`config.mk`:
```
export PLATFORM = sky130hd
export DESIGN_NAME = rtp_header_parser
export DESIGN_NICKNAME = d
export VERILOG_FILES = /design/src/rtl/core/rhp_pkg.sv /design/src/rtl/core/rhp_front.sv /design/src/rtl/core/rhp_queue.sv /design/src/rtl/core/rhp_back.sv /design/src/rtl/core/rtp_header_parser.sv
export SDC_FILE = /design/constraint.sdc
export NUM_CORES = 2
export LEC_CHECK = 0
export ABC_AREA = 1
export BUFFER_PORTS_ARGS = -buffer_cell sky130_fd_sc_hd__buf_2
export CAP_MARGIN = 5
export CELL_PAD_IN_SITES_DETAIL_PLACEMENT = 1
export CELL_PAD_IN_SITES_GLOBAL_PLACEMENT = 1
export CORE_ASPECT_RATIO = 1.2
export CORE_UTILIZATION = 45
export CTS_CLUSTER_SIZE = 40
export DETAILED_ROUTE_END_ITERATION = 10
export GPL_TIMING_DRIVEN = 0
export PLACE_DENSITY_LB_ADDON = 0.1
export SYNTH_ARGS = -nofsm -noshare
export SYNTH_HDL_FRONTEND = slang
export SYNTH_SLANG_ARGS = --single-unit
```
`constraint.sdc`:
```
create_clock -name i_clk -period 31.5 [get_ports i_clk]
set_clock_uncertainty 0.15 [all_clocks]
set_input_delay 3.15 -clock i_clk [delete_from_list [all_inputs] [get_ports i_clk]]
set_output_delay 3.15 -clock i_clk [all_outputs]
set_load 0.1 [all_outputs]
```
`src/rtl/core/rhp_pkg.sv`:
```
// shared constants, types and codes for the rtp header parser
`timescale 1ns / 1ps

package rhp_pkg;

    localparam int          MAX_SOURCES    = 15;
    localparam logic [15:0] MAX_PACKET_LEN = 16'd65535;
    localparam int          SRC_IDX_W      = (MAX_SOURCES > 1) ? $clog2(MAX_SOURCES) : 1;
    localparam int          QUEUE_DEPTH    = 2;
    localparam int          QUEUE_PTR_W    = (QUEUE_DEPTH > 1) ? $clog2(QUEUE_DEPTH) : 1;

    localparam logic [15:0] FIXED_HDR_LEN  = 16'd12;
    localparam int          PAD_BIT        = 5;
    localparam int          EXT_BIT        = 4;

    typedef enum logic [1:0] {
        KIND_CSRC    = 2'd0,
        KIND_SUMMARY = 2'd1,
        KIND_SHORT   = 2'd2
    } t_kind;

    typedef enum logic [2:0] {
        B_IDLE,
        B_CALC,
        B_SIZE,
        B_CSRC,
        B_SUM,
        B_SHORT
    } t_back_state;

    typedef struct packed {
        logic                        short_pkt;
        logic [7:0]                  first_byte;
        logic [7:0]                  second_byte;
        logic [15:0]                 seq;
        logic [31:0]                 stamp;
        logic [31:0]                 ssrc;
        logic [MAX_SOURCES-1:0][31:0] csrc;
        logic [15:0]                 ext_word;
        logic [7:0]                  last_byte;
        logic [15:0]                 len;
    } t_pkt;

    typedef struct packed {
        t_kind       kind;
        logic [1:0]  version;
        logic        marker;
        logic [6:0]  payload_type;
        logic [15:0] sequence_number;
        logic [31:0] timestamp;
        logic [31:0] identifier;
        logic [3:0]  source_count;
        logic [18:0] extension_size;
        logic [18:0] payload_offset;
        logic [15:0] payload_size;
        logic [7:0]  padding_size;
    } t_result;

    typedef struct packed {
        logic full;
        logic empty;
    } t_q_status;

endpackage

```
`src/rtl/core/rhp_front.sv`:
```
// byte capture front end: header fields, csrc words, extension length word
`timescale 1ns / 1ps

module rhp_front (
    input  logic              i_clk,
    input  logic              i_rst_n,
    input  logic              i_valid,
    input  logic [7:0]        i_data_byte,
    input  logic              i_end_of_packet,
    input  rhp_pkg::t_q_status i_q_status,
    output logic              o_stall,
    output logic              o_push,
    output rhp_pkg::t_pkt     o_pkt
);
    import rhp_pkg::*;

    logic [15:0]                  r_byte_count, n_byte_count;
    logic [7:0]                   r_first_byte, n_first_byte;
    logic [7:0]                   r_second_byte, n_second_byte;
    logic [15:0]                  r_seq, n_seq;
    logic [31:0]                  r_stamp, n_stamp;
    logic [31:0]                  r_ssrc, n_ssrc;
    logic [MAX_SOURCES-1:0][31:0] r_csrc, n_csrc;
    logic [15:0]                  r_ext_word, n_ext_word;

    logic        w_accept;
    logic        w_in_range;
    logic [3:0]  w_cc;
    logic [15:0] w_ext_pos;
    logic [15:0] w_csrc_pos;
    logic [13:0] w_csrc_idx;
    logic [15:0] w_len;

    always_comb begin
        w_accept   = i_valid && !i_q_status.full;
        w_in_range = r_byte_count < MAX_PACKET_LEN;
        w_cc       = r_first_byte[3:0];
        w_ext_pos  = 16'd14 + {10'd0, w_cc, 2'b00};
        w_csrc_pos = r_byte_count - FIXED_HDR_LEN;
        w_csrc_idx = w_csrc_pos[15:2];
        w_len      = w_in_range ? (r_byte_count + 16'd1) : r_byte_count;

        n_byte_count  = r_byte_count;
        n_first_byte  = r_first_byte;
        n_second_byte = r_second_byte;
        n_seq         = r_seq;
        n_stamp       = r_stamp;
        n_ssrc        = r_ssrc;
        n_csrc        = r_csrc;
        n_ext_word    = r_ext_word;

        if (w_accept) begin
            // new packet starts with an empty csrc list and extension word
            if (r_byte_count == 16'd0) begin
                n_csrc     = '0;
                n_ext_word = '0;
            end
            if (w_in_range) begin
                n_byte_count = r_byte_count + 16'd1;
                if (r_byte_count == 16'd0) begin
                    n_first_byte = i_data_byte;
                end else if (r_byte_count == 16'd1) begin
                    n_second_byte = i_data_byte;
                end else if (r_byte_count < 16'd4) begin
                    n_seq = {r_seq[7:0], i_data_byte};
                end else if (r_byte_count < 16'd8) begin
                    n_stamp = {r_stamp[23:0], i_data_byte};
                end else if (r_byte_count < FIXED_HDR_LEN) begin
                    n_ssrc = {r_ssrc[23:0], i_data_byte};
                end else if (w_csrc_idx < 14'(MAX_SOURCES)) begin
                    n_csrc[w_csrc_idx[SRC_IDX_W-1:0]] =
                        {r_csrc[w_csrc_idx[SRC_IDX_W-1:0]][23:0], i_data_byte};
                end
                if (r_byte_count == w_ext_pos || r_byte_count == (w_ext_pos + 16'd1)) begin
                    n_ext_word = {r_ext_word[7:0], i_data_byte};
                end
            end
            if (i_end_of_packet) begin
                n_byte_count = '0;
            end
        end

        o_stall = i_q_status.full;
        o_push  = w_accept && i_end_of_packet;

        o_pkt.short_pkt   = w_len < FIXED_HDR_LEN;
        o_pkt.first_byte  = n_first_byte;
        o_pkt.second_byte = n_second_byte;
        o_pkt.seq         = n_seq;
        o_pkt.stamp       = n_stamp;
        o_pkt.ssrc        = n_ssrc;
        o_pkt.csrc        = n_csrc;
        o_pkt.ext_word    = n_ext_word;
        o_pkt.last_byte   = i_data_byte;
        o_pkt.len         = w_len;
    end

    always_ff @(posedge i_clk) begin
        if (!i_rst_n) begin
            r_byte_count <= '0;
        end else begin
            r_byte_count <= n_byte_count;
        end
    end

    always_ff @(posedge i_clk) begin
        r_first_byte  <= n_first_byte;
        r_second_byte <= n_second_byte;
        r_seq         <= n_seq;
        r_stamp       <= n_stamp;
        r_ssrc        <= n_ssrc;
        r_csrc        <= n_csrc;
        r_ext_word    <= n_ext_word;
    end

endmodule

```
`src/rtl/core/rhp_queue.sv`:
```
// packet descriptor queue between capture front end and result back end
`timescale 1ns / 1ps

module rhp_queue (
    input  logic               i_clk,
    input  logic               i_rst_n,
    input  logic               i_push,
    input  rhp_pkg::t_pkt      i_pkt,
    input  logic               i_pop,
    output rhp_pkg::t_pkt      o_pkt,
    output rhp_pkg::t_q_status o_status
);
    import rhp_pkg::*;

    t_pkt                 r_mem [QUEUE_DEPTH];
    logic [QUEUE_PTR_W-1:0] r_wr_ptr, n_wr_ptr;
    logic [QUEUE_PTR_W-1:0] r_rd_ptr, n_rd_ptr;
    logic [QUEUE_PTR_W:0]   r_count, n_count;

    always_comb begin
        n_wr_ptr = r_wr_ptr;
        n_rd_ptr = r_rd_ptr;
        n_count  = r_count;
        if (i_push) begin
            n_wr_ptr = (r_wr_ptr == QUEUE_PTR_W'(QUEUE_DEPTH - 1)) ? '0 :
                       r_wr_ptr + QUEUE_PTR_W'(1);
        end
        if (i_pop) begin
            n_rd_ptr = (r_rd_ptr == QUEUE_PTR_W'(QUEUE_DEPTH - 1)) ? '0 :
                       r_rd_ptr + QUEUE_PTR_W'(1);
        end
        if (i_push && !i_pop) begin
            n_count = r_count + (QUEUE_PTR_W+1)'(1);
        end else if (i_pop && !i_push) begin
            n_count = r_count - (QUEUE_PTR_W+1)'(1);
        end
        o_pkt          = r_mem[r_rd_ptr];
        o_status.full  = r_count == (QUEUE_PTR_W+1)'(QUEUE_DEPTH);
        o_status.empty = r_count == '0;
    end

    always_ff @(posedge i_clk) begin
        if (!i_rst_n) begin
            r_wr_ptr <= '0;
            r_rd_ptr <= '0;
            r_count  <= '0;
        end else begin
            r_wr_ptr <= n_wr_ptr;
            r_rd_ptr <= n_rd_ptr;
            r_count  <= n_count;
        end
    end

    always_ff @(posedge i_clk) begin
        if (i_push) begin
            r_mem[r_wr_ptr] <= i_pkt;
        end
    end

endmodule

```
`src/rtl/core/rhp_back.sv`:
```
// result back end: size arithmetic, csrc word sequencing, output register
`timescale 1ns / 1ps

module rhp_back (
    input  logic               i_clk,
    input  logic               i_rst_n,
    input  rhp_pkg::t_q_status i_q_status,
    input  rhp_pkg::t_pkt      i_pkt,
    output logic               o_pop,
    input  logic               i_stall,
    output logic               o_valid,
    output rhp_pkg::t_result   o_result
);
    import rhp_pkg::*;

    t_back_state r_state, n_state;
    t_pkt        r_pkt, n_pkt;
    logic [18:0] r_ext, n_ext;
    logic [18:0] r_off, n_off;
    logic [18:0] r_hdr_pad, n_hdr_pad;
    logic [7:0]  r_pad, n_pad;
    logic        r_csrc_ok, n_csrc_ok;
    logic [15:0] r_psize, n_psize;
    logic [3:0]  r_idx, n_idx;
    logic        r_out_valid, n_out_valid;
    t_result     r_out, n_out;

    logic        w_free;
    logic [3:0]  w_cc;
    logic [18:0] w_hdr;
    logic [18:0] w_len;
    logic [18:0] w_used;

    always_comb begin
        w_free = !r_out_valid || !i_stall;
        w_cc   = r_pkt.first_byte[3:0];
        w_hdr  = 19'd12 + {13'd0, w_cc, 2'b00};
        w_len  = {3'd0, r_pkt.len};
        w_used = r_hdr_pad + r_ext;

        n_state     = r_state;
        n_pkt       = r_pkt;
        n_ext       = r_ext;
        n_off       = r_off;
        n_hdr_pad   = r_hdr_pad;
        n_pad       = r_pad;
        n_csrc_ok   = r_csrc_ok;
        n_psize     = r_psize;
        n_idx       = r_idx;
        n_out_valid = r_out_valid && i_stall;
        n_out       = r_out;
        o_pop       = 1'b0;

        case (r_state)
            B_IDLE: begin
                if (!i_q_status.empty) begin
                    o_pop   = 1'b1;
                    n_pkt   = i_pkt;
                    n_state = B_CALC;
                end
            end
            B_CALC: begin
                if (r_pkt.short_pkt) begin
                    n_state = B_SHORT;
                end else begin
                    n_csrc_ok = w_len >= w_hdr;
                    n_pad     = r_pkt.first_byte[PAD_BIT] ? r_pkt.last_byte : 8'd0;
                    n_hdr_pad = w_hdr + {11'd0, n_pad};
                    n_ext     = (r_pkt.first_byte[EXT_BIT] && w_len >= (w_hdr + 19'd4)) ?
                                ({1'b0, r_pkt.ext_word, 2'b00} + 19'd4) : 19'd0;
                    n_state   = B_SIZE;
                end
            end
            B_SIZE: begin
                n_off   = w_hdr + r_ext;
                n_psize = (w_used < w_len) ? (r_pkt.len - w_used[15:0]) : 16'd0;
                n_idx   = '0;
                n_state = (w_cc != 4'd0) ? B_CSRC : B_SUM;
            end
            B_CSRC: begin
                if (w_free) begin
                    n_out              = '0;
                    n_out.kind         = KIND_CSRC;
                    n_out.identifier   = (r_csrc_ok && {1'b0, r_idx} < 5'(MAX_SOURCES)) ?
                                         r_pkt.csrc[r_idx[SRC_IDX_W-1:0]] : 32'd0;
                    n_out.source_count = r_idx;
                    n_out_valid        = 1'b1;
                    n_idx              = r_idx + 4'd1;
                    if (r_idx == (w_cc - 4'd1)) begin
                        n_state = B_SUM;
                    end
                end
            end
            B_SUM: begin
                if (w_free) begin
                    n_out.kind            = KIND_SUMMARY;
                    n_out.version         = r_pkt.first_byte[7:6];
                    n_out.marker          = r_pkt.second_byte[7];
                    n_out.payload_type    = r_pkt.second_byte[6:0];
                    n_out.sequence_number = r_pkt.seq;
                    n_out.timestamp       = r_pkt.stamp;
                    n_out.identifier      = r_pkt.ssrc;
                    n_out.source_count    = w_cc;
                    n_out.extension_size  = r_ext;
                    n_out.payload_offset  = r_off;
                    n_out.payload_size    = r_psize;
                    n_out.padding_size    = r_pad;
                    n_out_valid           = 1'b1;
                    n_state               = B_IDLE;
                end
            end
            B_SHORT: begin
                if (w_free) begin
                    n_out       = '0;
                    n_out.kind  = KIND_SHORT;
                    n_out_valid = 1'b1;
                    n_state     = B_IDLE;
                end
            end
            default: begin
                n_state = B_IDLE;
            end
        endcase

        o_valid  = r_out_valid;
        o_result = r_out;
    end

    always_ff @(posedge i_clk) begin
        if (!i_rst_n) begin
            r_state     <= B_IDLE;
            r_out_valid <= 1'b0;
        end else begin
            r_state     <= n_state;
            r_out_valid <= n_out_valid;
        end
    end

    always_ff @(posedge i_clk) begin
        r_pkt     <= n_pkt;
        r_ext     <= n_ext;
        r_off     <= n_off;
        r_hdr_pad <= n_hdr_pad;
        r_pad     <= n_pad;
        r_csrc_ok <= n_csrc_ok;
        r_psize   <= n_psize;
        r_idx     <= n_idx;
        r_out     <= n_out;
    end

endmodule

```
`src/rtl/core/rtp_header_parser.sv`:
```
// top level of the rtp fixed-header parser
`timescale 1ns / 1ps

// Accepts one packet byte per cycle while o_stall is low, with i_end_of_packet on
// the last byte. The front end captures header, csrc words and the extension
// length word as bytes stream in; on the last byte it hands a packet descriptor
// to a two-entry queue and goes straight on with the next packet. The back end
// sets up each descriptor in turn (load, extension and csrc checks, offset and
// payload size), then, while the downstream side does not stall, emits one result
// per cycle: CC csrc words and the summary, or a single short-packet result.
// Input is stalled only while both queue entries are occupied, so the front end
// takes in new packets while the back end is still busy with earlier ones.
// Results wait in an output register while the downstream side stalls.
module rtp_header_parser (
    input  logic        i_clk,
    input  logic        i_rst_n,
    input  logic        i_valid,
    output logic        o_stall,
    input  logic [7:0]  i_data_byte,
    input  logic        i_end_of_packet,
    output logic        o_valid,
    input  logic        i_stall,
    output logic [1:0]  o_kind,
    output logic [1:0]  o_version,
    output logic        o_marker,
    output logic [6:0]  o_payload_type,
    output logic [15:0] o_sequence_number,
    output logic [31:0] o_timestamp,
    output logic [31:0] o_identifier,
    output logic [3:0]  o_source_count,
    output logic [18:0] o_extension_size,
    output logic [18:0] o_payload_offset,
    output logic [15:0] o_payload_size,
    output logic [7:0]  o_padding_size
);
    import rhp_pkg::*;

    t_q_status w_q_status;
    t_pkt      w_push_pkt;
    t_pkt      w_pop_pkt;
    logic      w_push;
    logic      w_pop;
    t_result   w_result;

    rhp_front u_front (
        .i_clk           (i_clk),
        .i_rst_n         (i_rst_n),
        .i_valid         (i_valid),
        .i_data_byte     (i_data_byte),
        .i_end_of_packet (i_end_of_packet),
        .i_q_status      (w_q_status),
        .o_stall         (o_stall),
        .o_push          (w_push),
        .o_pkt           (w_push_pkt)
    );

    rhp_queue u_queue (
        .i_clk    (i_clk),
        .i_rst_n  (i_rst_n),
        .i_push   (w_push),
        .i_pkt    (w_push_pkt),
        .i_pop    (w_pop),
        .o_pkt    (w_pop_pkt),
        .o_status (w_q_status)
    );

    rhp_back u_back (
        .i_clk      (i_clk),
        .i_rst_n    (i_rst_n),
        .i_q_status (w_q_status),
        .i_pkt      (w_pop_pkt),
        .o_pop      (w_pop),
        .i_stall    (i_stall),
        .o_valid    (o_valid),
        .o_result   (w_result)
    );

    assign o_kind            = w_result.kind;
    assign o_version         = w_result.version;
    assign o_marker          = w_result.marker;
    assign o_payload_type    = w_result.payload_type;
    assign o_sequence_number = w_result.sequence_number;
    assign o_timestamp       = w_result.timestamp;
    assign o_identifier      = w_result.identifier;
    assign o_source_count    = w_result.source_count;
    assign o_extension_size  = w_result.extension_size;
    assign o_payload_offset  = w_result.payload_offset;
    assign o_payload_size    = w_result.payload_size;
    assign o_padding_size    = w_result.padding_size;

endmodule

```
==> impl_metrics.json <==
{
  "status": "complete, but fails checks",
  "violations": "capacitance limit, slew limit",
  "rsz0062_at_grt": "no",
  "synthTopCellsByCount": "nand2_1, edfxtp_1, o21ai_0",
  "numCtsBuffers": 287,
  "placed_cell_area_um2": 120000,
  "clk_latency_ps": 940,
  "grt_pass1_vias": 89700,
  "hp-class": "reg2reg",
  "setup_violations": 0,
  "finalNetCount": 12200,
  "drc": 0,
  "cts_resized": 0,
  "crit_required_ps": 32020,
  "antenna_found_initial": 72,
  "die_area_um2": 251000,
  "grt_first_pass_wirelength_um": 705000,
  "setup_ws_ps": 23170,
  "relSlewSlack": -0.102,
  "crit_path_start_kind": "flip-flop",
  "synth_ff_type": "edfxtp_1",
  "timing.fmax_mhz": 120,
  "setup.worst_path.class": "reg2reg",
  "area_delta_synth_final_pct": 15.4,
  "vias_per_cell": 5.86,
  "synth_warnings": 0,
  "synth_top_area_cell": "edfxtp_1",
  "rows": 200,
  "synth.distinct_cells": 53,
  "clkTransAtPathRegs_ps": 60,
  "crit_fanout": 12,
  "tightest_slew_ps": 1640,
  "critical_path.max_stage_delay_ps": 1170,
  "yosysMostFrequentCell": "nand2_1",
  "synth_area_leaders": "edfxtp_1, nand2_1, dfxtp_1",
  "endpoint_kind": "flip-flop",
  "die_y_um": 549,
  "first_pass_iters": 6,
  "period_minus_slack_ps": 8330,
  "fin_crit_sh": 0.264,
  "dp_hpwl_um": 392000,
  "finalHoldViolCount": 0,
  "core_um2": 248000,
  "io_buffers": 168,
  "power_density_nw_per_um2": 89.8,
  "ys_seq_elements": 2691,
  "cts_tree": "yes",
  "drt-initial-drc-count": 11200,
  "report.final.slew_viol_count": 125,
  "die_width_um": 458,
  "globalRoute.totalOverflow": 0,
  "ioPinCount": 173,
  "clock-root-buffer": "clkbuf_16",
  "ys_seq_area_frac": 0.665,
  "ir_drop_v": 0.0000678,
  "cellLeakagePower_nw": 51.8,
  "crit_path_top_delay_cell": "clkbuf_1",
  "synth_edf_count": 2075,
  "start_util": 0.453,
  "antenna_left": 0,
  "grt_max_degree": 39,
  "synth_area_um2": 112000,
  "vias": 91300,
  "post-route-cell-area_um2": 129000,
  "post_drt_wl_per_cell_um": 33.4,
  "routed_wl_um": 521000,
  "clkSinkCount": 2691,
  "synthCells": 11500,
  "crit_arrival_ps": 8850,
  "holdBufCountCts": 0,
  "worstPathCellList": "inv_2, buf_2, buf_1, ha_1, buf_2, inv_2, clkbuf_1, o21ai_0, o21ai_0, nand2_1, o21ai_0, nand2_1, nand2_1, clkbuf_2, o211ai_1, nand2_1",
  "crit_path_frequent_cell": "nand2_1",
  "whs_ps": 333,
  "cap_violations": 14,
  "gr-usage-all-layers": 0.409,
  "yosys.area.top_type_share": 0.555,
  "place_ws_ps": 23100,
  "finish.utilization": 0.523,
  "post_cts_buffers": 0,
  "setup-tns-final_ps": 0,
  "drive_gt1_frac": 0.0776,
  "nFillCells": 27300,
  "place.gp.congestion": 1.09,
  "htree_levels": 5,
  "async_flop_share": 0,
  "clock_path_buffers": 4,
  "avgSynthCellArea_um2": 9.75
}
[worst paths after layout]
kind | startpoint | endpoint | slack, ps | cells past startpoint
worst min-delay path | u_front.r_stamp[24] | u_front.r_stamp[24] | 330 | 2
worst min register to register | u_front.r_stamp[24] | u_front.r_stamp[24] | 330 | 2
worst max-delay path | u_front.r_byte_count[2] | u_queue.r_mem[0][199] | 23170 | 16
worst max register to register | u_front.r_byte_count[2] | u_queue.r_mem[0][199] | 23170 | 16
[flip-flops by register name (all words and copies together) (netlist names), 17 cells and up]
name,cells
u_queue.r_mem,1234
u_back.r_pkt,617
u_front.r_ssrc,32
u_back.o_result,154
u_front.r_csrc,480
u_back.r_off,17
u_front.r_stamp,32
u_back.r_ext,17
[report_power, final]
part | total (W) | leakage, nW | switching [W] | internal, W
Sequential | 0.00480 | 24.4 | 0.000215 | 0.00459
Combinational | 0.00327 | 22.7 | 0.00263 | 0.000645
Clock | 0.00355 | 4.71 | 0.00150 | 0.00205
[placed cells by master, fill, tap and decap left out, types with 265 or more instances in the layout]
cell       instances
buf_2            265
clkbuf_1         503
clkbuf_16        299
dfxtp_1          616
edfxtp_1        2075
inv_1            721
nand2_1         4883
nand3_1          559
nor2_1           565
o21ai_0          721
[layout make-up]
class	count	area (um^2)	area share
Antenna cell	37	92.6	0.000715
Timing Repair Buffer	294	3300	0.0255
Sequential cell	2691	74600	0.576
Inverter	744	2790	0.0216
Clock buffer	377	7970	0.0616
Buffer	632	2600	0.0201
Multi-Input combinational cell	7440	32400	0.250
Tap cell	3232	4040	0.0312
Clock inverter	144	1660	0.0128
[worst max-delay path: cells and delay by family (launching register included)]
family                   cells  cell delay [ps]
buffers and inverters        7             4080
AND/OR/NAND/NOR              4             1620
AO/OA/AOI/OAI                4             1290
flip-flops                   1              490
adder cells (fa/ha/maj)      1              390
[metal layers]
metal  track usage  up-vias  share of wire
li1              -    39200              -
met1         0.486    45700           0.36
met2         0.628     4848           0.45
met3         0.110     1559          0.097
met4         0.322       36          0.092
met5       0.00266        -        0.00077
[per-stage QoR]
stage | total power, W | cells
6_report | 0.0116 | 15600
5_1_grt | 0.0119 | 15600
2_1_floorplan | 0.00694 | 11500
3_5_place_dp | 0.00807 | 15000
3_3_place_gp | 0.00856 | 14900
4_1_cts | 0.0116 | 15500
[kinds of logic (layout without fill, tap and decap cells)]
kind of cell | Yosys count | in the layout | share of synthesized area
AOI/OAI and AO/OA | 1108 | 1108 | 0.0549
xor gates and xnor gates | 71 | 71 | 0.00568
adders and majority gates | 77 | 77 | 0.00885
buffers and inverters | 1376 | 2191 | 0.0477
DFF | 2691 | 2691 | 0.665
muxes | 8 | 8 | 0.000803
other | 2 | 42 | 0.0000669
and+or+nand+nor | 6171 | 6171 | 0.217
Power figures use the tool's default switching activity.
